==> src/rtl/clss_pkg.sv <==
// Shared types, constants and helpers for the caseless line substring search.
// No dependencies; every other file in rtl/ refers to this package by scope.
package clss_pkg;

  localparam int MAX_PATTERN_DEF      = 32;
  localparam int LINE_NUMBER_BITS_DEF = 16;
  localparam int QUEUE_DEPTH          = 2;

  localparam int CFG_INDEX_BITS    = 8;
  localparam int CFG_DATA_BITS     = 64;
  localparam int PATTERN_LEN_BITS  = 6;
  localparam int START_LINE_BITS   = 16;
  localparam int NUM_PATTERN_WORDS = 4;

  // Register indexes on the configuration port
  localparam logic [CFG_INDEX_BITS-1:0] REG_PATTERN_LENGTH = 8'd0;
  localparam logic [CFG_INDEX_BITS-1:0] REG_PATTERN_WORD_0 = 8'd1;
  localparam logic [CFG_INDEX_BITS-1:0] REG_PATTERN_WORD_1 = 8'd2;
  localparam logic [CFG_INDEX_BITS-1:0] REG_PATTERN_WORD_2 = 8'd3;
  localparam logic [CFG_INDEX_BITS-1:0] REG_PATTERN_WORD_3 = 8'd4;
  localparam logic [CFG_INDEX_BITS-1:0] REG_START_LINE     = 8'd5;

  localparam logic [7:0] ASCII_LOWER_A = 8'h61;
  localparam logic [7:0] ASCII_LOWER_Z = 8'h7a;
  localparam logic [7:0] ASCII_CASE    = 8'h20;

  // One classified text item as it travels from front to back
  typedef struct packed {
    logic [7:0] ch;      // folded to upper case
    logic       valid;   // real character
    logic       last;    // closes the line
    logic       fresh;   // starts a new search
  } item_t;

  function automatic logic [7:0] fold_upper(input logic [7:0] c);
    logic [7:0] r;
    r = c;
    if (c >= ASCII_LOWER_A && c <= ASCII_LOWER_Z) begin
      r = c - ASCII_CASE;
    end
    return r;
  endfunction

endpackage

==> src/rtl/clss_front.sv <==
// Front end: configuration registers, input acceptance and case folding.
// Also keeps the pattern aligned to window positions. Uses clss_pkg.
module clss_front #(
  parameter int MAX_PATTERN = clss_pkg::MAX_PATTERN_DEF,
  parameter int CW          = $clog2(MAX_PATTERN + 1)
) (
  input  logic                                clk,
  input  logic                                rst,
  input  logic                                cfg_valid,
  output logic                                cfg_ready,
  input  logic [clss_pkg::CFG_INDEX_BITS-1:0] cfg_index,
  input  logic [clss_pkg::CFG_DATA_BITS-1:0]  cfg_data,
  input  logic                                in_valid,
  output logic                                in_ready,
  input  logic [7:0]                          text_byte,
  input  logic                                byte_valid,
  input  logic                                line_end,
  input  logic                                new_search,
  output logic                                q_push,
  output clss_pkg::item_t                     q_item,
  input  logic                                q_full,
  output logic [MAX_PATTERN-1:0][7:0]         aligned,
  output logic [MAX_PATTERN-1:0]              care,
  output logic [CW-1:0]                       len_eff,
  output logic [clss_pkg::START_LINE_BITS-1:0] start_line
);

  localparam int IW = $clog2(MAX_PATTERN);

  logic [clss_pkg::PATTERN_LEN_BITS-1:0]                        pattern_length;
  logic [clss_pkg::NUM_PATTERN_WORDS-1:0][clss_pkg::CFG_DATA_BITS-1:0] pattern_word;
  logic                                                         settle;
  logic                                                         cfg_write;

  logic [MAX_PATTERN-1:0][7:0] pat_chars;
  logic [MAX_PATTERN-1:0][7:0] aligned_next;
  logic [MAX_PATTERN-1:0]      care_next;
  logic [CW-1:0]               len_eff_next;

  assign cfg_ready = 1'b1;
  assign cfg_write = cfg_valid && cfg_ready;

  always_ff @(posedge clk) begin
    if (rst) begin
      pattern_length <= clss_pkg::PATTERN_LEN_BITS'(1);
      pattern_word   <= '0;
      start_line     <= '0;
      settle         <= 1'b1;
    end else begin
      settle <= cfg_write;
      if (cfg_write) begin
        unique case (cfg_index)
          clss_pkg::REG_PATTERN_LENGTH:
            pattern_length <= cfg_data[clss_pkg::PATTERN_LEN_BITS-1:0];
          clss_pkg::REG_PATTERN_WORD_0: pattern_word[0] <= cfg_data;
          clss_pkg::REG_PATTERN_WORD_1: pattern_word[1] <= cfg_data;
          clss_pkg::REG_PATTERN_WORD_2: pattern_word[2] <= cfg_data;
          clss_pkg::REG_PATTERN_WORD_3: pattern_word[3] <= cfg_data;
          clss_pkg::REG_START_LINE:
            start_line <= cfg_data[clss_pkg::START_LINE_BITS-1:0];
          default: ;
        endcase
      end
    end
  end

  // Pattern character i sits in word i/8, byte i%8
  always_comb begin
    for (int i = 0; i < MAX_PATTERN; i++) begin
      pat_chars[i] = clss_pkg::fold_upper(pattern_word[i / 8][(i % 8) * 8 +: 8]);
    end
  end

  // Window position p (0 = newest) must hold pattern character len-1-p
  always_comb begin
    logic [CW-1:0] idx;
    if (pattern_length > clss_pkg::PATTERN_LEN_BITS'(MAX_PATTERN)) begin
      len_eff_next = CW'(MAX_PATTERN);
    end else begin
      len_eff_next = pattern_length[CW-1:0];
    end
    for (int p = 0; p < MAX_PATTERN; p++) begin
      idx             = len_eff_next - CW'(1) - CW'(p);
      care_next[p]    = CW'(p) < len_eff_next;
      aligned_next[p] = pat_chars[idx[IW-1:0]];
    end
  end

  always_ff @(posedge clk) begin
    aligned <= aligned_next;
    care    <= care_next;
    len_eff <= len_eff_next;
  end

  // Hold off input while a register write is offered and while settle is set after it, so the aligned copy catches up
  assign in_ready = !q_full && !cfg_valid && !settle;
  assign q_push   = in_valid && in_ready;

  always_comb begin
    q_item.ch    = clss_pkg::fold_upper(text_byte);
    q_item.valid = byte_valid;
    q_item.last  = line_end;
    q_item.fresh = new_search;
  end

endmodule

==> src/rtl/clss_queue.sv <==
// Short queue of classified items between the front end and the match engine.
// Uses clss_pkg::item_t.
module clss_queue #(
  parameter int DEPTH = clss_pkg::QUEUE_DEPTH
) (
  input  logic            clk,
  input  logic            rst,
  input  logic            push,
  input  clss_pkg::item_t push_item,
  output logic            full,
  input  logic            pop,
  output logic            head_valid,
  output clss_pkg::item_t head_item
);

  localparam int PW   = (DEPTH > 1) ? $clog2(DEPTH) : 1;
  localparam int CNTW = $clog2(DEPTH + 1);

  clss_pkg::item_t entries [DEPTH];
  logic [PW-1:0]   wr_ptr;
  logic [PW-1:0]   rd_ptr;
  logic [CNTW-1:0] count;

  always_ff @(posedge clk) begin
    if (rst) begin
      wr_ptr <= '0;
      rd_ptr <= '0;
      count  <= '0;
    end else begin
      if (push) begin
        wr_ptr <= (wr_ptr == PW'(DEPTH - 1)) ? '0 : wr_ptr + PW'(1);
      end
      if (pop) begin
        rd_ptr <= (rd_ptr == PW'(DEPTH - 1)) ? '0 : rd_ptr + PW'(1);
      end
      if (push && !pop) begin
        count <= count + CNTW'(1);
      end else if (pop && !push) begin
        count <= count - CNTW'(1);
      end
    end
  end

  always_ff @(posedge clk) begin
    if (push) begin
      entries[wr_ptr] <= push_item;
    end
  end

  assign full       = count == CNTW'(DEPTH);
  assign head_valid = count != '0;
  assign head_item  = entries[rd_ptr];

  a_no_pop_empty: assert property (@(posedge clk) disable iff (rst)
    pop |-> count != '0)
    else $error("queue popped while empty");

  a_no_push_full: assert property (@(posedge clk) disable iff (rst)
    push |-> count != CNTW'(DEPTH))
    else $error("queue pushed while full");

endmodule

==> src/rtl/clss_back.sv <==
// Match engine: byte window, parallel compare, per-line hit flag and line counter,
// plus the result register. Uses clss_pkg::item_t.
module clss_back #(
  parameter int MAX_PATTERN      = clss_pkg::MAX_PATTERN_DEF,
  parameter int LINE_NUMBER_BITS = clss_pkg::LINE_NUMBER_BITS_DEF,
  parameter int CW               = $clog2(MAX_PATTERN + 1)
) (
  input  logic                                 clk,
  input  logic                                 rst,
  input  logic                                 head_valid,
  input  clss_pkg::item_t                      head_item,
  output logic                                 pop,
  input  logic [MAX_PATTERN-1:0][7:0]          aligned,
  input  logic [MAX_PATTERN-1:0]               care,
  input  logic [CW-1:0]                        len_eff,
  input  logic [clss_pkg::START_LINE_BITS-1:0] start_line,
  output logic                                 out_valid,
  input  logic                                 out_ready,
  output logic                                 line_hit,
  output logic [LINE_NUMBER_BITS-1:0]          line_number
);

  logic [MAX_PATTERN-1:0][7:0]  window;
  logic [MAX_PATTERN-1:0][7:0]  window_next;
  logic [CW-1:0]                bytes_in_line;
  logic [CW-1:0]                bytes_in_line_next;
  logic                         hit_in_line;
  logic                         hit_in_line_next;
  logic [LINE_NUMBER_BITS-1:0]  line_ctr;
  logic [LINE_NUMBER_BITS-1:0]  line_ctr_next;
  logic [LINE_NUMBER_BITS-1:0]  start_ext;
  logic [LINE_NUMBER_BITS-1:0]  line_cur;
  logic                         hit_cur;
  logic [LINE_NUMBER_BITS+clss_pkg::START_LINE_BITS-1:0] start_wide;

  assign start_wide = {{LINE_NUMBER_BITS{1'b0}}, start_line};
  assign start_ext  = start_wide[LINE_NUMBER_BITS-1:0];

  // Advance unless a line end would land on a result that is still waiting
  assign pop = head_valid && (!head_item.last || !out_valid || out_ready);

  always_comb begin
    logic [CW-1:0] cnt0;
    logic          hit0;
    logic          match;
    cnt0     = head_item.fresh ? '0 : bytes_in_line;
    hit0     = head_item.fresh ? 1'b0 : hit_in_line;
    line_cur = head_item.fresh ? start_ext : line_ctr;
    match    = 1'b0;

    window_next        = window;
    bytes_in_line_next = cnt0;
    hit_cur            = hit0;
    if (head_item.valid) begin
      window_next = {window[MAX_PATTERN-2:0], head_item.ch};
      if (cnt0 < CW'(MAX_PATTERN)) begin
        bytes_in_line_next = cnt0 + CW'(1);
      end
      match = (len_eff != '0) && (bytes_in_line_next >= len_eff);
      for (int p = 0; p < MAX_PATTERN; p++) begin
        if (care[p] && window_next[p] != aligned[p]) begin
          match = 1'b0;
        end
      end
      hit_cur = hit0 || match;
    end

    hit_in_line_next = hit_cur;
    line_ctr_next    = line_cur;
    if (head_item.last) begin
      bytes_in_line_next = '0;
      hit_in_line_next   = 1'b0;
      if (line_cur != {LINE_NUMBER_BITS{1'b1}}) begin
        line_ctr_next = line_cur + LINE_NUMBER_BITS'(1);
      end
    end
  end

  always_ff @(posedge clk) begin
    if (rst) begin
      bytes_in_line <= '0;
      hit_in_line   <= 1'b0;
      line_ctr      <= '0;
      out_valid     <= 1'b0;
    end else begin
      if (pop) begin
        bytes_in_line <= bytes_in_line_next;
        hit_in_line   <= hit_in_line_next;
        line_ctr      <= line_ctr_next;
      end
      if (pop && head_item.last) begin
        out_valid <= 1'b1;
      end else if (out_ready) begin
        out_valid <= 1'b0;
      end
    end
  end

  always_ff @(posedge clk) begin
    if (pop) begin
      window <= window_next;
    end
    if (pop && head_item.last) begin
      line_hit    <= hit_cur;
      line_number <= line_cur;
    end
  end

  a_fresh_number: assert property (@(posedge clk) disable iff (rst)
    pop && head_item.fresh && head_item.last
      |=> out_valid && line_number == $past(start_ext))
    else $error("first line of a search not numbered from start_line");

  a_empty_no_hit: assert property (@(posedge clk) disable iff (rst)
    pop && head_item.last && !head_item.valid && (head_item.fresh || bytes_in_line == '0)
      |=> !line_hit)
    else $error("empty line reported as a hit");

  a_counter_up: assert property (@(posedge clk) disable iff (rst)
    pop && !head_item.fresh |=> line_ctr >= $past(line_ctr))
    else $error("line counter went backward within a search");

endmodule

==> src/rtl/caseless_line_substring_search_top.sv <==
// Top level of the caseless line substring search: front end, queue, match engine.
// Depends on clss_pkg, clss_front, clss_queue and clss_back.
//
//  channel  | handshake             | payload
//  ---------+-----------------------+---------------------------------------------
//  cfg      | cfg_valid / cfg_ready | cfg_index, cfg_data
//  in       | in_valid / in_ready   | text_byte, byte_valid, line_end, new_search
//  out      | out_valid / out_ready | line_hit, line_number
//
// One item per cycle sustained, unless a register write, a full queue or a stalled
// result holds the flow; the window shift and parallel compare in the match engine
// handle each item as it is popped. A line-end item's result passes through the queue and
// the result register before it reaches the outputs. in_ready drops while cfg_valid is
// high and while the settle flag that a register write or reset sets is high. Reset is synchronous.
// A stalled result holds the match engine only when the next line end arrives;
// the two-entry queue absorbs input meanwhile.
module caseless_line_substring_search_top #(
  parameter int MAX_PATTERN      = clss_pkg::MAX_PATTERN_DEF,
  parameter int LINE_NUMBER_BITS = clss_pkg::LINE_NUMBER_BITS_DEF
) (
  input  logic                                clk,
  input  logic                                rst,
  input  logic                                cfg_valid,
  output logic                                cfg_ready,
  input  logic [clss_pkg::CFG_INDEX_BITS-1:0] cfg_index,
  input  logic [clss_pkg::CFG_DATA_BITS-1:0]  cfg_data,
  input  logic                                in_valid,
  output logic                                in_ready,
  input  logic [7:0]                          text_byte,
  input  logic                                byte_valid,
  input  logic                                line_end,
  input  logic                                new_search,
  output logic                                out_valid,
  input  logic                                out_ready,
  output logic                                line_hit,
  output logic [LINE_NUMBER_BITS-1:0]         line_number
);

  localparam int CW = $clog2(MAX_PATTERN + 1);

  logic                                 q_push;
  clss_pkg::item_t                      q_item;
  logic                                 q_full;
  logic                                 q_pop;
  logic                                 head_valid;
  clss_pkg::item_t                      head_item;
  logic [MAX_PATTERN-1:0][7:0]          aligned;
  logic [MAX_PATTERN-1:0]               care;
  logic [CW-1:0]                        len_eff;
  logic [clss_pkg::START_LINE_BITS-1:0] start_line;

  clss_front #(
    .MAX_PATTERN (MAX_PATTERN),
    .CW          (CW)
  ) u_front (
    .clk        (clk),
    .rst        (rst),
    .cfg_valid  (cfg_valid),
    .cfg_ready  (cfg_ready),
    .cfg_index  (cfg_index),
    .cfg_data   (cfg_data),
    .in_valid   (in_valid),
    .in_ready   (in_ready),
    .text_byte  (text_byte),
    .byte_valid (byte_valid),
    .line_end   (line_end),
    .new_search (new_search),
    .q_push     (q_push),
    .q_item     (q_item),
    .q_full     (q_full),
    .aligned    (aligned),
    .care       (care),
    .len_eff    (len_eff),
    .start_line (start_line)
  );

  clss_queue #(
    .DEPTH (clss_pkg::QUEUE_DEPTH)
  ) u_queue (
    .clk        (clk),
    .rst        (rst),
    .push       (q_push),
    .push_item  (q_item),
    .full       (q_full),
    .pop        (q_pop),
    .head_valid (head_valid),
    .head_item  (head_item)
  );

  clss_back #(
    .MAX_PATTERN      (MAX_PATTERN),
    .LINE_NUMBER_BITS (LINE_NUMBER_BITS),
    .CW               (CW)
  ) u_back (
    .clk         (clk),
    .rst         (rst),
    .head_valid  (head_valid),
    .head_item   (head_item),
    .pop         (q_pop),
    .aligned     (aligned),
    .care        (care),
    .len_eff     (len_eff),
    .start_line  (start_line),
    .out_valid   (out_valid),
    .out_ready   (out_ready),
    .line_hit    (line_hit),
    .line_number (line_number)
  );

endmodule

==> config.mk <==
export PLATFORM = sky130hd
export DESIGN_NAME = caseless_line_substring_search_top
export DESIGN_NICKNAME = d
export VERILOG_FILES = /design/src/rtl/clss_pkg.sv /design/src/rtl/clss_front.sv /design/src/rtl/clss_queue.sv /design/src/rtl/clss_back.sv /design/src/rtl/caseless_line_substring_search_top.sv
export SDC_FILE = /design/constraint.sdc
export NUM_CORES = 2
export LEC_CHECK = 0
export BUFFER_PORTS_ARGS = -buffer_cell sky130_fd_sc_hd__buf_2
export CORE_UTILIZATION = 30
export CTS_BUF_LIST = sky130_fd_sc_hd__clkbuf_4 sky130_fd_sc_hd__clkbuf_8
export DETAILED_ROUTE_END_ITERATION = 12
export SLEW_MARGIN = 30
export SYNTH_ARGS = -nofsm -noshare
export SYNTH_HDL_FRONTEND = slang
export SYNTH_SLANG_ARGS = --single-unit
export TNS_END_PERCENT = 1
==> constraint.sdc <==
create_clock -name clk -period 24.4 [get_ports clk]
set_clock_uncertainty 0.1 [all_clocks]
set_input_delay 1.22 -clock clk [delete_from_list [all_inputs] [get_ports clk]]
set_output_delay 1.22 -clock clk [all_outputs]
set_load 0.005 [all_outputs]
## Yosys cells after proc, flatten, opt, wreduce, memory -nomap -nowiden

Memory sizes are Yosys's and may differ from the RTL's. A register that Yosys moved wholly into a read port is not among the register bits.
Index checks and enable logic that the tools add are counted.
Widths: inputs -> output; s select.

| cells by class | value |
|---|---|
| add/subtract/negate cells | 71 |
| $lt $le $gt $ge | 133 |
| reductions and logical operators | 95 |
| multiplexer cells | 152 |
| equal/unequal tests | 39 |

Operator list:

| kind | number |
|---|---|
| $bmux 8 s5 | 32 |
| $mux 8 | 65 |
| $ge 8x7->1 const B | 33 |
| $le 8x7->1 const B | 33 |
| $sub 8x6->8 const B | 33 |
| $ne 8x8->1 | 32 |
| $lt 5x6->1 const B | 32 |
| $lt 5x6->1 const A | 16 |
| $sub 5x5->5 const B | 16 |
| $logic_and 1x1->1 | 73 |
| $lt 4x6->1 const A | 8 |
| $mux 16 | 3 |
| $mux 1 | 44 |
| $sub 5x4->5 const B | 8 |
| $mux 6 | 6 |
| $lt 3x6->1 const A | 4 |
| $sub 5x3->5 const B | 4 |
| $add 16x1->16 const B | 1 |
| $eq 8x2->1 const B | 2 |
| $eq 8x3->1 const B | 2 |
| $ne 16x16->1 const B | 1 |
| $reduce_and 2->1 | 7 |
| $lt 1x6->1 const A | 2 |
| $lt 2x6->1 const A | 2 |
| other kinds (17) | 31 |

| storage, ports and cells | value |
|---|---|
| input port bits | 88 |
| word-level logic and storage cells | 572 |
| memory bits (writable) | 22 |
| register bits after elaboration | 866 |
| memories kept | 1 |

Memories:

| memory | words | bits a word | read ports | clocked after memory_dff | wr ports | RTL line | text |
|---|---|---|---|---|---|---|---|
| u_queue.entries | 2 | 11 | 1 | 1 | 1 | clss_queue.sv:19 | `clss_pkg::item_t entries [DEPTH];` |

## Longest topological paths before layout

| depth | value |
|---|---|
| depth in word-level cells | 42 |
| gate-level depth with buffers | 20 |
| gate-level depth less buffers | 12 |

## Modules after synthesis

A second synthesis with hierarchy kept.

| unflattened totals | value |
|---|---|
| cells, all modules | 5104 |
| area total of the unflattened synthesis | 48147.4 µm² |

Modules (own cells, without submodules):

| module | cells each | area each (µm²) | times used |
|---|---|---|---|
| clss_front | 4172 | 34315.4 | 1 |
| clss_back | 876 | 12832.3 | 1 |
| clss_queue | 56 | 999.7 | 1 |

## Worst setup path before layout

OpenSTA, ideal clock, no wires.

| path | value |
|---|---|
| path type | input -> register |
| from | input out_ready |
| to | register u_back.window[0] (netlist name), enable pin |
| path buffers | 1 |
| required time | 23437 ps |
| setup slack | 11218 ps |
| data arrival time | 12219 ps |
| cell stages on the path | 6 |
| cells stage by stage | nand2b_1 > nor2_1 > nor2_1 > clkinv_1 > clkbuf_1 > nor2_1 |

| on the way | value |
|---|---|
| word-level cells in the longest chain between the ends | 3 |

RTL lines:

| what | RTL line | text |
|---|---|---|
| start, declared | caseless_line_substring_search_top.sv:34 | `input logic out_ready,` |
| $logic_or 1x1->1 | clss_back.sv:40 | `assign pop = head_valid && (!head_item.last \|\| !out_valid \|\| out_ready);` |
| $logic_and 1x1->1 | clss_back.sv:40 |  |
| $reduce_and 2->1 (no source line) | - |  |
| end signal, assigned | clss_back.sv:101 | `window <= window_next;` |
| end, declared | clss_back.sv:23 | `logic [MAX_PATTERN-1:0][7:0] window;` |

Every way passes these cells.
A chain may end at the register's enable or synchronous reset.

==> impl_metrics.env <==
export IMPL_die_h_um=402
export IMPL_finish_instance_area_um2=54700
export IMPL_min_from="u_back.window[204]"
export IMPL_vdd_drop_max_v=0.0000530
export IMPL_drtIter0Drc=5049
export IMPL_hold_buffers=0
export IMPL_powerDensity_nw_per_um2=68.4
export IMPL_placed_area_um2=51100
export IMPL_relSlewSlack=0.253
export IMPL_drc=0
export IMPL_slew_violations=0
export IMPL_crit_buf_inv=4
export IMPL_layout_min_cycle_time_ns=5.41
export IMPL_finalSetupTns_ns=0
export IMPL_crit_type="register to register"
export IMPL_place_gp_congestion=1.05
export IMPL_coreArea_um2=159000
export IMPL_firstDrtPassIters=6
export IMPL_track_usage=0.282
export IMPL_start_util=0.303
export IMPL_cp_common_cell="buf_4"
export IMPL_clk_latency_ns=0.98
export IMPL_rsz0062_at_grt="false"
export IMPL_period_share=0.222
export IMPL_cpPeakStageDelay_ns=0.76
export IMPL_routed_via_density=5.63
export IMPL_hold_depth=0
export IMPL_hpwl_mm=187
export IMPL_grt_pass1_wl_mm=316
export IMPL_ant_nets=0
export IMPL_final_cell_mix="932 x nand2_1, 689 x mux2i_1, 601 x dfxtp_1"
export IMPL_outcome="completed"
export IMPL_cap_violations=0
export IMPL_port_buffers=106
export IMPL_cts_tree="yes"
export IMPL_core_rowCount=146
export IMPL_start_kind="register"
export IMPL_netlist_area_um2=48100
export IMPL_crit_reg2reg_launch="u_front.pattern_length[5]"
export IMPL_synth_edf_count=287
export IMPL_hold_path_endpoint="u_back.window[212]"
export IMPL_synth_warnings=0
export IMPL_cp_slowest_cell="dfxtp_1"
export IMPL_grt_pass1_vias=38600
export IMPL_final_common_cell="nand2_1"
export IMPL_path_clk_slew_ns=0.07
export IMPL_ys_seq_elements=888
export IMPL_postCtsSetupBuffers=0
export IMPL_finalHoldViolCount=0
export IMPL_end_kind="register"
export IMPL_rr_worst_depth=13
export IMPL_htree_levels=4
export IMPL_reg2reg_to="u_front.aligned[93]"
export IMPL_grt_overflow=0
export IMPL_clock_root_buffer="clkbuf_8"
export IMPL_cpLargestDelayFamily="buffers and inverters"
export IMPL_cp_depth=13
export IMPL_wl_mm=234
export IMPL_io_pin_count=108
export IMPL_setup_viol=0
export IMPL_antenna_found_initial=10
export IMPL_hp_class="register to register"
export IMPL_cts_sinks=888
export IMPL_die_x_um=402
export IMPL_final_layout_size_suffix_gt1_frac=0.144
export IMPL_fin_nets=5296
export IMPL_async_reset_ff_frac=0
export IMPL_synth_avg_cell_area_um2=9.51
export IMPL_syn_num_nets=5204
export IMPL_tightest_slew_ns=1.12
export IMPL_synth_yosys_seq_area_share=0.429
export IMPL_vias=41400
export IMPL_synth_flop_cell="dfxtp_1"
export IMPL_worstPathMaxFanout=36
export IMPL_crit_chain="nand2b_4 > ha_2 > inv_1 > xnor2_4 > buf_4 > inv_2 > buf_4 > ha_1 > a21oi_1 > xor2_2 > nand2_1 > o21ba_2 > nor3_1"
export IMPL_n_fill_cell=16000
export IMPL_power_leakage_uw=0.0201
export IMPL_synthCells=5060
export IMPL_cts_buffers_inserted=157
export IMPL_r2r_slack_ns=18.99
export IMPL_cp_required_ns=25.10
export IMPL_crit_arrival_ns=6.11
export IMPL_wl_per_cell_um=31.7
export IMPL_grt_max_degree=169
export IMPL_cts_resized=0
export IMPL_fmax_mhz=185
export IMPL_clk_path_buf_depth=3
export IMPL_synth_cell_types=92
export IMPL_syn_to_final_growth_pct=13.8
export IMPL_die_area_um2=162000
-- how the worst max path moves through the flow --
stage                                         start                   to  slack, ns
after floorplan                           out_ready     u_back.window[0]      11.22
after global placement                    out_ready   u_back.window[221]      18.53
after detailed placement                  out_ready   u_back.window[245]      18.50
after CTS                                  register   u_back.window[213]      18.49
after global routing      u_front.pattern_length[5]  u_front.aligned[93]      18.82
final                     u_front.pattern_length[5]  u_front.aligned[93]      18.99
-- flip-flops by register name, indices dropped and copies added, names as in the netlist, 2 cells and up, named ones only --
name and cells:
u_back.bytes_in_line 6, u_back.line_ctr 16, u_back.line_number 16, u_back.window 248, u_front.aligned 256, u_front.care 32, u_front.len_eff 5, u_front.pattern_length 6
u_front.pattern_word 256, u_front.start_line 16, u_queue.count 2, u_queue.entries 22
-- stage by stage --
| stage | hold WS [ns] | total power [µW] | util | worst slack (ns) | instances |
|---|---|---|---|---|---|
| floorplan | 0.328 | 2090 | - | 11.22 | 5060 |
| global placement | 0.338 | 2200 | 0.321 | 18.53 | 7061 |
| detailed placement | 0.345 | 2200 | 0.322 | 18.50 | 7064 |
| CTS | 0.290 | 3770 | 0.344 | 18.49 | 7356 |
| global route | 0.326 | 3860 | 0.345 | 18.82 | 7359 |
| finish | 0.332 | 3740 | 0.345 | 18.99 | 7363 |
-- logic make-up (layout without fill, tap and decap cells) --
| logic type | count (synthesis) | count (layout) | synth area share |
|---|---|---|---|
| adders and majority gates | 56 | 56 | 0.0146 |
| other | 1 | 7 | 0.0000780 |
| and+or+nand+nor | 1690 | 1690 | 0.158 |
| xor gates and xnor gates | 298 | 298 | 0.0582 |
| buffers and inverters | 382 | 607 | 0.0336 |
| DFF | 888 | 888 | 0.429 |
| AOI/OAI and AO/OA | 899 | 899 | 0.117 |
| muxes | 846 | 846 | 0.189 |
-- power by group --
part	leakage [µW]	internal (µW)	total [µW]	switching, µW
sequential	0.00749	1720	1860	136
combinational	0.0108	120	319	200
clock	0.00187	849	1560	714
-- cell type report --
cell class / count / area (µm²) / share of cell area
inverters: 107 / 409 / 0.00748
flip-flops and latches: 888 / 20600 / 0.377
clock inverters: 59 / 664 / 0.0121
diodes: 6 / 15.0 / 0.000274
multi-input cells: 3790 / 26100 / 0.478
clock buffers: 233 / 2900 / 0.0530
repair buffers: 208 / 1350 / 0.0247
well taps: 2072 / 2590 / 0.0474
-- metal layers --
layer,routed length [µm],vias up,GRT usage
li1,-,18500,-
met1,97100,20600,0.366
met2,103000,1951,0.439
met3,19500,375,0.0597
met4,13600,4,0.147
met5,25,-,0
-- synthesized netlist by cell type, types with 33 or more instances --
library cell | count | area (µm²)
buf_1 | 41 | 154
nand2b_1 | 33 | 206
mux4_2 | 37 | 833
clkbuf_1 | 153 | 574
ha_1 | 56 | 701
dfxtp_1 | 601 | 12000
nand2_1 | 932 | 3500
mux2_2 | 117 | 1320
edfxtp_1 | 287 | 8620
nor3_1 | 74 | 370
buf_2 | 61 | 305
o211ai_1 | 78 | 586
o21ai_0 | 162 | 811
mux2i_1 | 689 | 6900
a21oi_1 | 333 | 1670
o22ai_1 | 106 | 663
inv_1 | 100 | 375
xnor2_1 | 263 | 2300
nor2_1 | 182 | 683
nand3_1 | 173 | 866
nand4_1 | 104 | 651
Note: power is estimated with default switching activity, not from simulation.
